[src/sv/nrbs_pkg.sv]
// Shared types and constants for the nibble RAM bus slave.
package nrbs_pkg;

   localparam int REGISTER_COUNT = 4;
   localparam int MAIN_CHARS     = 16;
   localparam int STATUS_CHARS   = 4;

   localparam int REG_W       = $clog2(REGISTER_COUNT);
   localparam int MAIN_CHAR_W = $clog2(MAIN_CHARS);
   localparam int STAT_CHAR_W = $clog2(STATUS_CHARS);
   localparam int MAIN_AW     = REG_W + MAIN_CHAR_W;
   localparam int STAT_AW     = REG_W + STAT_CHAR_W;
   localparam int MAIN_DEPTH  = REGISTER_COUNT * MAIN_CHARS;
   localparam int STAT_DEPTH  = REGISTER_COUNT * STATUS_CHARS;

   localparam logic [3:0] PHASE_MAX   = 4'd9;
   localparam logic [3:0] PH_OPR      = 4'd3;
   localparam logic [3:0] PH_OPA      = 4'd4;
   localparam logic [3:0] PH_READ     = 4'd6;
   localparam logic [3:0] PH_WRITE    = 4'd7;
   localparam logic [3:0] PH_CHAR     = 4'd8;

   localparam logic [7:0] SRC_MASK = 8'hF1;
   localparam logic [7:0] SRC_CODE = 8'h21;
   localparam logic [7:0] OP_RDM   = 8'hE9;
   localparam logic [7:0] OP_SBM   = 8'hE8;
   localparam logic [7:0] OP_ADM   = 8'hEB;
   localparam logic [7:0] OP_RD0   = 8'hEC;
   localparam logic [7:0] OP_RD3   = 8'hEF;
   localparam logic [7:0] OP_WRM   = 8'hE0;
   localparam logic [7:0] OP_WMP   = 8'hE1;
   localparam logic [7:0] OP_WR0   = 8'hE4;
   localparam logic [7:0] OP_WR3   = 8'hE7;

   typedef enum logic [1:0] {
      MODE_TICK  = 2'd0,
      MODE_SYNC  = 2'd1,
      MODE_RESET = 2'd2
   } mode_type;

   typedef struct packed {
      logic               clear;
      logic               main_we;
      logic               status_we;
      logic [3:0]         wr_data;
      logic [MAIN_AW-1:0] main_addr_in;
      logic [STAT_AW-1:0] status_addr_in;
   } store_ctl_type;

   typedef struct packed {
      logic       drive_enable;
      logic [3:0] drive_value;
      logic [3:0] port_value;
   } rsp_word_type;

endpackage

[src/sv/nibble_ram_bus_slave_4002.sv]
// Top level of the nibble RAM bus slave: bus phase sequencer and response queue.
//
// The block takes one event word per clock while req_ready is high (phase tick,
// SYNC edge or RESET-pin edge) and returns one response word for each, carrying
// the bus drive state and the output port. A response appears in the cycle after
// its request is taken and waits in a two-word queue, so requests keep flowing
// while the response side stalls until that queue is full. The RAM nibbles live
// in two synchronous memories that are read every cycle at the address the next
// state selects, so the read data is ready when the following event arrives; a
// write feeds straight through to a read of the same entry. Per-entry valid
// bits make reset and the RESET pin clear both memories at once, with no
// clearing pass. The chip pair register may be written at any idle time and
// takes effect on the next event.
module nibble_ram_bus_slave_4002 (
   input  logic       clock,
   input  logic       reset,
   input  logic       csr_wr_en,
   input  logic [1:0] csr_wr_data,
   input  logic       req_valid,
   output logic       req_ready,
   input  logic [1:0] req_mode,
   input  logic [3:0] req_bus_nibble,
   input  logic       req_chip_match,
   output logic       rsp_valid,
   input  logic       rsp_ready,
   output logic       rsp_bus_drive_enable,
   output logic [3:0] rsp_bus_drive_value,
   output logic [3:0] rsp_port_value
);

   localparam int REG_W = nrbs_pkg::REG_W;

   logic [1:0]       chip_pair_ff;
   logic             seen_sync_ff, seen_sync_in;
   logic [3:0]       phase_ff, phase_in;
   logic [7:0]       opcode_ff, opcode_in;
   logic             sel_ff, sel_in;
   logic [REG_W-1:0] reg_ff, reg_in;
   logic [3:0]       char_ff, char_in;
   logic [3:0]       port_ff, port_in;
   logic             drv_ff, drv_in;
   logic [3:0]       drv_val_ff, drv_val_in;

   nrbs_pkg::store_ctl_type ctl;
   logic [3:0]              main_data;
   logic [3:0]              status_data;

   nrbs_pkg::rsp_word_type rsp_q_ff [2];
   nrbs_pkg::rsp_word_type rsp_word;
   logic                   wr_ptr_ff, rd_ptr_ff;
   logic [1:0]             count_ff;
   logic                   push, pop;
   logic                   is_src;

   assign req_ready = (count_ff != 2'd2);
   assign rsp_valid = (count_ff != 2'd0);
   assign push      = req_valid && req_ready;
   assign pop       = rsp_valid && rsp_ready;
   assign is_src    = ((opcode_ff & nrbs_pkg::SRC_MASK) == nrbs_pkg::SRC_CODE);

   always_comb begin
      seen_sync_in = seen_sync_ff;
      phase_in     = phase_ff;
      opcode_in    = opcode_ff;
      sel_in       = sel_ff;
      reg_in       = reg_ff;
      char_in      = char_ff;
      port_in      = port_ff;
      drv_in       = drv_ff;
      drv_val_in   = drv_val_ff;
      ctl.clear     = 1'b0;
      ctl.main_we   = 1'b0;
      ctl.status_we = 1'b0;
      ctl.wr_data   = req_bus_nibble;
      if (push) begin
         case (req_mode)
            nrbs_pkg::MODE_TICK: begin
               if (seen_sync_ff) begin
                  if (phase_ff < nrbs_pkg::PHASE_MAX) phase_in = phase_ff + 4'd1;
                  case (phase_in)
                     nrbs_pkg::PH_OPR: opcode_in = {req_bus_nibble, 4'd0};
                     nrbs_pkg::PH_OPA: opcode_in = {opcode_ff[7:4], req_bus_nibble};
                     nrbs_pkg::PH_READ: begin
                        if (sel_ff) begin
                           case (opcode_ff) inside
                              nrbs_pkg::OP_RDM, nrbs_pkg::OP_SBM, nrbs_pkg::OP_ADM: begin
                                 drv_in     = 1'b1;
                                 drv_val_in = main_data;
                              end
                              [nrbs_pkg::OP_RD0:nrbs_pkg::OP_RD3]: begin
                                 drv_in     = 1'b1;
                                 drv_val_in = status_data;
                              end
                              default: ;
                           endcase
                        end
                     end
                     nrbs_pkg::PH_WRITE: begin
                        if (is_src) begin
                           if (req_chip_match) begin
                              sel_in = (req_bus_nibble[3:2] == chip_pair_ff);
                              if (sel_in) reg_in = req_bus_nibble[REG_W-1:0];
                           end
                        end else if (sel_ff && req_chip_match) begin
                           case (opcode_ff) inside
                              nrbs_pkg::OP_WRM: ctl.main_we = 1'b1;
                              nrbs_pkg::OP_WMP: port_in = req_bus_nibble;
                              [nrbs_pkg::OP_WR0:nrbs_pkg::OP_WR3]: ctl.status_we = 1'b1;
                              default: ;
                           endcase
                        end
                        drv_in = 1'b0;
                     end
                     nrbs_pkg::PH_CHAR: begin
                        if (sel_ff && is_src) char_in = req_bus_nibble;
                     end
                     default: ;
                  endcase
               end
            end
            nrbs_pkg::MODE_SYNC: begin
               seen_sync_in = 1'b1;
               phase_in     = 4'd0;
               opcode_in    = 8'd0;
            end
            nrbs_pkg::MODE_RESET: begin
               ctl.clear    = 1'b1;
               seen_sync_in = 1'b0;
               phase_in     = 4'd0;
               opcode_in    = 8'd0;
               sel_in       = 1'b0;
               reg_in       = '0;
               char_in      = 4'd0;
               port_in      = 4'd0;
               drv_in       = 1'b0;
            end
            default: ;
         endcase
      end
      ctl.main_addr_in   = {reg_in, char_in};
      ctl.status_addr_in = {reg_in, opcode_in[nrbs_pkg::STAT_CHAR_W-1:0]};
      rsp_word.drive_enable = drv_in;
      rsp_word.drive_value  = drv_in ? drv_val_in : 4'd0;
      rsp_word.port_value   = port_in;
   end

   nrbs_store u_store (
      .clock       (clock),
      .reset       (reset),
      .ctl         (ctl),
      .main_data   (main_data),
      .status_data (status_data)
   );

   always_ff @(posedge clock) begin
      if (reset) begin
         chip_pair_ff <= 2'd0;
         seen_sync_ff <= 1'b0;
         phase_ff     <= 4'd0;
         opcode_ff    <= 8'd0;
         sel_ff       <= 1'b0;
         reg_ff       <= '0;
         char_ff      <= 4'd0;
         port_ff      <= 4'd0;
         drv_ff       <= 1'b0;
         drv_val_ff   <= 4'd0;
         wr_ptr_ff    <= 1'b0;
         rd_ptr_ff    <= 1'b0;
         count_ff     <= 2'd0;
      end else begin
         if (csr_wr_en) chip_pair_ff <= csr_wr_data;
         seen_sync_ff <= seen_sync_in;
         phase_ff     <= phase_in;
         opcode_ff    <= opcode_in;
         sel_ff       <= sel_in;
         reg_ff       <= reg_in;
         char_ff      <= char_in;
         port_ff      <= port_in;
         drv_ff       <= drv_in;
         drv_val_ff   <= drv_val_in;
         if (push) wr_ptr_ff <= ~wr_ptr_ff;
         if (pop) rd_ptr_ff <= ~rd_ptr_ff;
         case ({push, pop})
            2'b10:   count_ff <= count_ff + 2'd1;
            2'b01:   count_ff <= count_ff - 2'd1;
            default: count_ff <= count_ff;
         endcase
      end
   end

   always_ff @(posedge clock) begin
      if (push) rsp_q_ff[wr_ptr_ff] <= rsp_word;
   end

   assign rsp_bus_drive_enable = rsp_q_ff[rd_ptr_ff].drive_enable;
   assign rsp_bus_drive_value  = rsp_q_ff[rd_ptr_ff].drive_value;
   assign rsp_port_value       = rsp_q_ff[rd_ptr_ff].port_value;

endmodule

[src/sv/nrbs_store.sv]
// Main and status nibble memories with valid bits and write bypass.
module nrbs_store (
   input  logic                          clock,
   input  logic                          reset,
   input  nrbs_pkg::store_ctl_type       ctl,
   output logic [3:0]                    main_data,
   output logic [3:0]                    status_data
);

   logic [3:0] main_mem   [nrbs_pkg::MAIN_DEPTH];
   logic [3:0] status_mem [nrbs_pkg::STAT_DEPTH];

   logic [nrbs_pkg::MAIN_AW-1:0]    main_addr_ff;
   logic [nrbs_pkg::STAT_AW-1:0]    status_addr_ff;
   logic [3:0]                      main_q_ff;
   logic [3:0]                      status_q_ff;
   logic [nrbs_pkg::MAIN_DEPTH-1:0] main_valid_ff, main_valid_in;
   logic [nrbs_pkg::STAT_DEPTH-1:0] status_valid_ff, status_valid_in;

   always_comb begin
      main_valid_in   = main_valid_ff;
      status_valid_in = status_valid_ff;
      if (ctl.clear) begin
         main_valid_in   = '0;
         status_valid_in = '0;
      end else begin
         if (ctl.main_we) main_valid_in[main_addr_ff] = 1'b1;
         if (ctl.status_we) status_valid_in[status_addr_ff] = 1'b1;
      end
   end

   always_ff @(posedge clock) begin
      if (reset) begin
         main_addr_ff    <= '0;
         status_addr_ff  <= '0;
         main_valid_ff   <= '0;
         status_valid_ff <= '0;
      end else begin
         main_addr_ff    <= ctl.main_addr_in;
         status_addr_ff  <= ctl.status_addr_in;
         main_valid_ff   <= main_valid_in;
         status_valid_ff <= status_valid_in;
      end
   end

   always_ff @(posedge clock) begin
      if (ctl.main_we) main_mem[main_addr_ff] <= ctl.wr_data;
      if (ctl.main_we && (main_addr_ff == ctl.main_addr_in)) begin
         main_q_ff <= ctl.wr_data;
      end else begin
         main_q_ff <= main_mem[ctl.main_addr_in];
      end
   end

   always_ff @(posedge clock) begin
      if (ctl.status_we) status_mem[status_addr_ff] <= ctl.wr_data;
      if (ctl.status_we && (status_addr_ff == ctl.status_addr_in)) begin
         status_q_ff <= ctl.wr_data;
      end else begin
         status_q_ff <= status_mem[ctl.status_addr_in];
      end
   end

   assign main_data   = main_valid_ff[main_addr_ff] ? main_q_ff : 4'd0;
   assign status_data = status_valid_ff[status_addr_ff] ? status_q_ff : 4'd0;

endmodule

[config.mk]
export PLATFORM = sky130hd
export DESIGN_NAME = nibble_ram_bus_slave_4002
export DESIGN_NICKNAME = d
export VERILOG_FILES = /design/src/sv/nrbs_pkg.sv /design/src/sv/nibble_ram_bus_slave_4002.sv /design/src/sv/nrbs_store.sv
export SDC_FILE = /design/constraint.sdc
export NUM_CORES = 1
export LEC_CHECK = 0
export BUFFER_PORTS_ARGS = -buffer_cell sky130_fd_sc_hd__clkbuf_2
export CAP_MARGIN = 10
export CORE_UTILIZATION = 40
export DETAILED_ROUTE_END_ITERATION = 16
export GPL_TIMING_DRIVEN = 0
export PLACE_DENSITY = 0.64
export SLEW_MARGIN = 20
export SYNTH_ARGS = -nofsm -noshare
export SYNTH_HDL_FRONTEND = slang
export SYNTH_HIERARCHICAL = 1
export SYNTH_SLANG_ARGS = --single-unit
[constraint.sdc]
create_clock -name clock -period 4.31 [get_ports clock]
set_input_delay 0.862 -clock clock [delete_from_list [all_inputs] [get_ports clock]]
set_output_delay 0.862 -clock clock [all_outputs]
set_load 0.1 [all_outputs]
Word-level counts from Yosys, hierarchy flattened. Memory sizes are Yosys's and may differ from the RTL's. A register that Yosys moved wholly into a read port is not among the register bits. Index checks and enable logic that the tools add are counted.

Memories kept: 3. Bits of input ports: 14. Register bits: 125. Bits in writable memories: 338.

Bitwise operators: 4. Eq/ne operators: 24. $lt $le $gt $ge: 9. Add/subtract/negate cells: 3. Reductions and logical operators: 22. Multiplexer cells: 81.

Memories: u_store.main_mem (words 64, width 4, read ports 1, clocked after memory_dff 1, wr ports 1, RTL line nrbs_store.sv:10) `logic [3:0] main_mem [nrbs_pkg::MAIN_DEPTH];`; u_store.status_mem (words 16, width 4, read ports 1, clocked after memory_dff 1, wr ports 1, RTL line nrbs_store.sv:11) `logic [3:0] status_mem [nrbs_pkg::STAT_DEPTH];`; rsp_q_ff (words 2, width 9, read ports 1, clocked after memory_dff 1, wr ports 1, RTL line nibble_ram_bus_slave_4002.sv:48) `nrbs_pkg::rsp_word_type rsp_q_ff [2];`.

Operators with widths (number): 4-bit 2-to-1 mux (26); 64-bit OR (1); 8-bit == test (second input constant) (5); 8-bit one-hot mux with 2 select lines (2); 1-bit 2-to-1 mux (26); 2-bit 2-to-1 mux (12); 4-bit one-hot mux with 2 select lines (3); 8-bit >= comparator (second input constant) (2); 8-bit <= comparator (second input constant) (2); 16-bit OR (1); 4-bit by 3-bit == test with 1-bit output (second input constant) (3); 2-bit != test (second input constant) (5); 2-bit nonzero test (5); 1-bit logical AND (8); 8-bit 2-to-1 mux (1); 1-bit one-hot mux with 2 select lines (4); 2-bit one-hot mux with 2 select lines (2); 6-bit by 7-bit less-than comparator with 1-bit output (second input constant) (1); 1-bit binary-select mux with 6-bit select (1); 1-bit demux with 6-bit select (1); 6-bit by 1-bit >= comparator with 1-bit output (second input constant) (1); 6-bit AND reduction (1); 5-bit by 3-bit == test with 1-bit output (second input constant) (1); 4-bit by 5-bit less-than comparator with 1-bit output (second input constant) (1); other kinds (23) (28).

Depth between registers and ports, before layout.
Depth in word-level cells: 13. Mapped depth: 11. Depth with buffers taken out: 11.

Hierarchy. The synthesis kept the hierarchy.

By module, submodules not included: nrbs_store (times used 1, sequential area each 11611.1 sq um, cells each 908, area an instance 16125.5 sq um); nibble_ram_bus_slave_4002 (times used 1, sequential area each 1261.2 sq um, cells each 300, area an instance 3007.9 sq um).

Least setup slack after synthesis. No wires, ideal clock.

Kind: reg2reg. Start point: reg phase_ff[0]. End point: mem u_store.status_mem[0][0], enable pin. Data required time: 3937 ps. Cell stages (with the launch flop): 10. Clock period less this slack: 3260 ps. Setup time: 373 ps. Slack: 1050 ps. Arrival: 2887 ps. Path through: dfxtp_1 -> inv_1 -> ha_1 -> inv_1 -> a211o_4 -> a2111oi_4 -> nand3_1 -> nor2_1 -> or3b_2 -> nor3_1.

RTL lines: start: declaration (RTL line nibble_ram_bus_slave_4002.sv:35) `logic [3:0] phase_ff, phase_in;`; start signal: assignment (RTL line nibble_ram_bus_slave_4002.sv:173) `phase_ff <= phase_in;`; end: declaration (RTL line nrbs_store.sv:11).

==> impl_metrics.toml <==
[yosys]
syn_avg_cell_area_um2 = 15.8
yosysSeqAreaShare_pct = 67.3
syn-cell-area_um2 = 19100
ys.flop_type = "edfxtp_1"
synth_top_area_cell = "edfxtp_1"
synth_cell_types = 79
synth_warnings = 6
ys_ff_latch = 474
synth_area_leaders = "edfxtp_1 53%, dfxtp_1 14%, mux4_2 10%"
synth-edff-count = 338
synth_cells = 1208
yosysTopAreaCellShare_pct = 53.0
syn_nets = 1228
synthArstFlopShare_pct = 0

[timing]
relSlewSlack_pct = 47.1
fin_tns_setup_ns = 0
finalCritPeriodShare_pct = 98.1
max_freq_mhz = 237
setup_viol = 0
final-max-slew-violation-count = 0
worst_pin_slew_ns = 0.793
hold_viol = 0
rsz0062_at_grt = "true"
fin_skew_ns = 0.0142
finalCriticalPeriod_ns = 4.23

[worst_hold_path]
min_to = "u_store/status_valid_ff[11]"
min-delay-start = "u_store/status_valid_ff[11]"
hold_path.class = "reg2reg"
hold_depth = 1

[die]
coreArea_um2 = 46900
rows = 79
dieArea_um2 = 48700
fp.dieW_um = 221
start_util_pct = 40.8
ioPinCount = 25
die_h_um = 221

[detailed_routing]
dr_total_vias = 11000
drt-wirelength-per-cell_um = 22.6
via_per_inst = 5.73
dr.pass1.iters = 6
wirelength_um = 43500
drt_iter0_drc = 1151
drc = 0
drtAntennaViolNets = 0

[clock_tree]
cts_root_buffer = "clkbuf_16"
numCtsBuffers = 45
clk_latency_ns = 0.55
cts-resized-gates = 0
cts_tree = "done"
cts_setup_buffers = 0
cts_sinks = 474
cts_hold_buf = 0
clock_path_buffers = 3
cts.clk_slew.worst_paths_ns = 0.06
h-tree-depth = 2

[critical_path]
r2r_setup_slack_ns = 0.08
crit_top_cell = "inv_1"
endpoint_kind = "register"
critical-path-max-stage-delay_ns = 0.63
cp.required_ns = 4.50
critPathKind = "reg2reg"
path_max_fanout = 8
slowest_stage = "nor2_1"
r2r_start = "phase_ff[0]"
cp_data_arrival_time_ns = 4.41
r2r_end = "u_store/main_mem[42][2]"
worst-r2r-cell-count = 10
path_cells = "inv_1, ha_1, inv_1, a211o_4, a2111oi_4, nand3_1, nor4_4, nor2b_1, nand2_1, nor2_1"
start_kind = "register"

[placement]
place.port_buffers = 23
gp_congestion = 0.929
placed_cell_area_um2 = 20100
dp_hpwl_um = 29500

[power]
leakage_nw = 6.92
intPower_mw = 7.59
p_sw_share_pct = 22.6
power_density_nw_per_um2 = 450
comb_power_share_pct = 7.2
sequentialPowerShare_pct = 50.5
clockPowerShare_pct = 42.2
switchingPower_mw = 2.22
irDropWorstVdd_mv = 0.246

[layout]
n_fill_cell = 4087
finish.instance_area_um2 = 21800
final_nets = 1302
layout_commonest_cell = "edfxtp_1"
drive_above_1_share_pct = 21.8
multi_input_area_um2 = 5960
diodes = 0
mostFrequentLayoutCells = "338 x edfxtp_1, 136 x dfxtp_1, 88 x mux4_2, 81 x o21a_1, 69 x nor2_1"
regArea_um2 = 12900
area_growth_pct = 13.8

[global_route]
grt_overflow_total = 0
grt_pass1_wl_um = 66400
grt_pass1_vias = 10900
track_usage_pct = 18.2
grt_max_degree = 75
antenna_found_initial = 0

[status]
status = "complete, no violations"

[job]
drv_cap = 0
## cells in the mapped netlist, drive strengths merged, types with 13 or more instances
cell    number
buf         32
inv         13
o21a        82
o21ai       22
nor2b       23
nand2       31
dfxtp      136
nand3       16
nor2        97
a22oi       43
clkbuf      36
and2        15
mux4        91
edfxtp     338
mux2        24
nand3b      14
a21oi       33
## final cells by class
class	count	share of cell area [%]
Tap cell	607	3.49
Clock buffer	61	5.88
Inverter	13	0.224
Buffer	68	1.60
Multi-Input combinational cell	653	27.4
Sequential cell	474	59.1
Timing Repair Buffer	27	1.01
Clock inverter	22	1.32
## cells by family after synthesis
group | synth area share, %
flops | 67.3
simple gates | 7.60
compound gates | 9.63
mux | 12.8
buf+inv | 2.07
xor+xnor | 0.275
fa+ha+maj | 0.392
## critical path, delay by kind of cell (launching register included)
| kind | cells | cell delay, ns |
|---|---|---|
| simple gates | 5 | 1.95 |
| fa+ha+maj | 1 | 0.36 |
| buf+inv | 2 | 0.21 |
| flops | 1 | 0.45 |
| compound gates | 2 | 0.88 |
## power groups by stage
stage	clock network (mW)	logic, mW	registers, mW
floorplan	0	0.544	5.04
global placement	0	0.697	5.05
finish	4.14	0.710	4.95
CTS	4.23	0.717	4.95
global route	4.40	0.750	4.96
detailed placement	0	0.715	5.05
## worst max path at each step
| stage | start | to | slack [ns] | depth (start not counted) |
|---|---|---|---|---|
| after floorplan | phase_ff[0] | u_store/status_mem[0][0] | 1.05 | 9 |
| after global placement | phase_ff[0] | u_store/main_mem[51][2] | 0.07 | 9 |
| after detailed placement | phase_ff[0] | u_store/main_mem[51][0] | 0.06 | 9 |
| after CTS | phase_ff[0] | u_store/main_mem[51][3] | 0.04 | 9 |
| after global routing | phase_ff[0] | u_store/main_mem[58][2] | -0.16 | 10 |
| final | phase_ff[0] | u_store/main_mem[42][2] | 0.08 | 10 |
## metrics by stage
step	worst slack [ns]	cells	hold slack, ns	power, mW	util, %
global route	-0.163	1925	0.469	10.1	46.5
detailed placement	0.0586	1842	0.448	5.77	42.9
floorplan	1.05	1208	0.433	5.59	-
global placement	0.0694	1838	0.443	5.75	42.7
finish	0.0828	1925	0.458	9.80	46.5
CTS	0.0407	1925	0.462	9.90	46.3
## state kept, by name, summed over array words and instances, names as in the netlist, 6 cells and up, named ones only
signal	cells
u_store/status_mem	64
u_store/main_addr_ff	6
rsp_q_ff	18
u_store/main_valid_ff	64
u_store/status_valid_ff	16
u_store/main_mem	256
opcode_ff	8
## per-layer routing
| metal | global-route usage (%) | share of wire (%) |
|---|---|---|
| met4 | 5.71 | 2.3 |
| met5 | 0 | 0 |
| met2 | 29.0 | 48 |
| met3 | 2.60 | 6.5 |
| met1 | 25.7 | 43 |
Power figures use the tool's default switching activity.
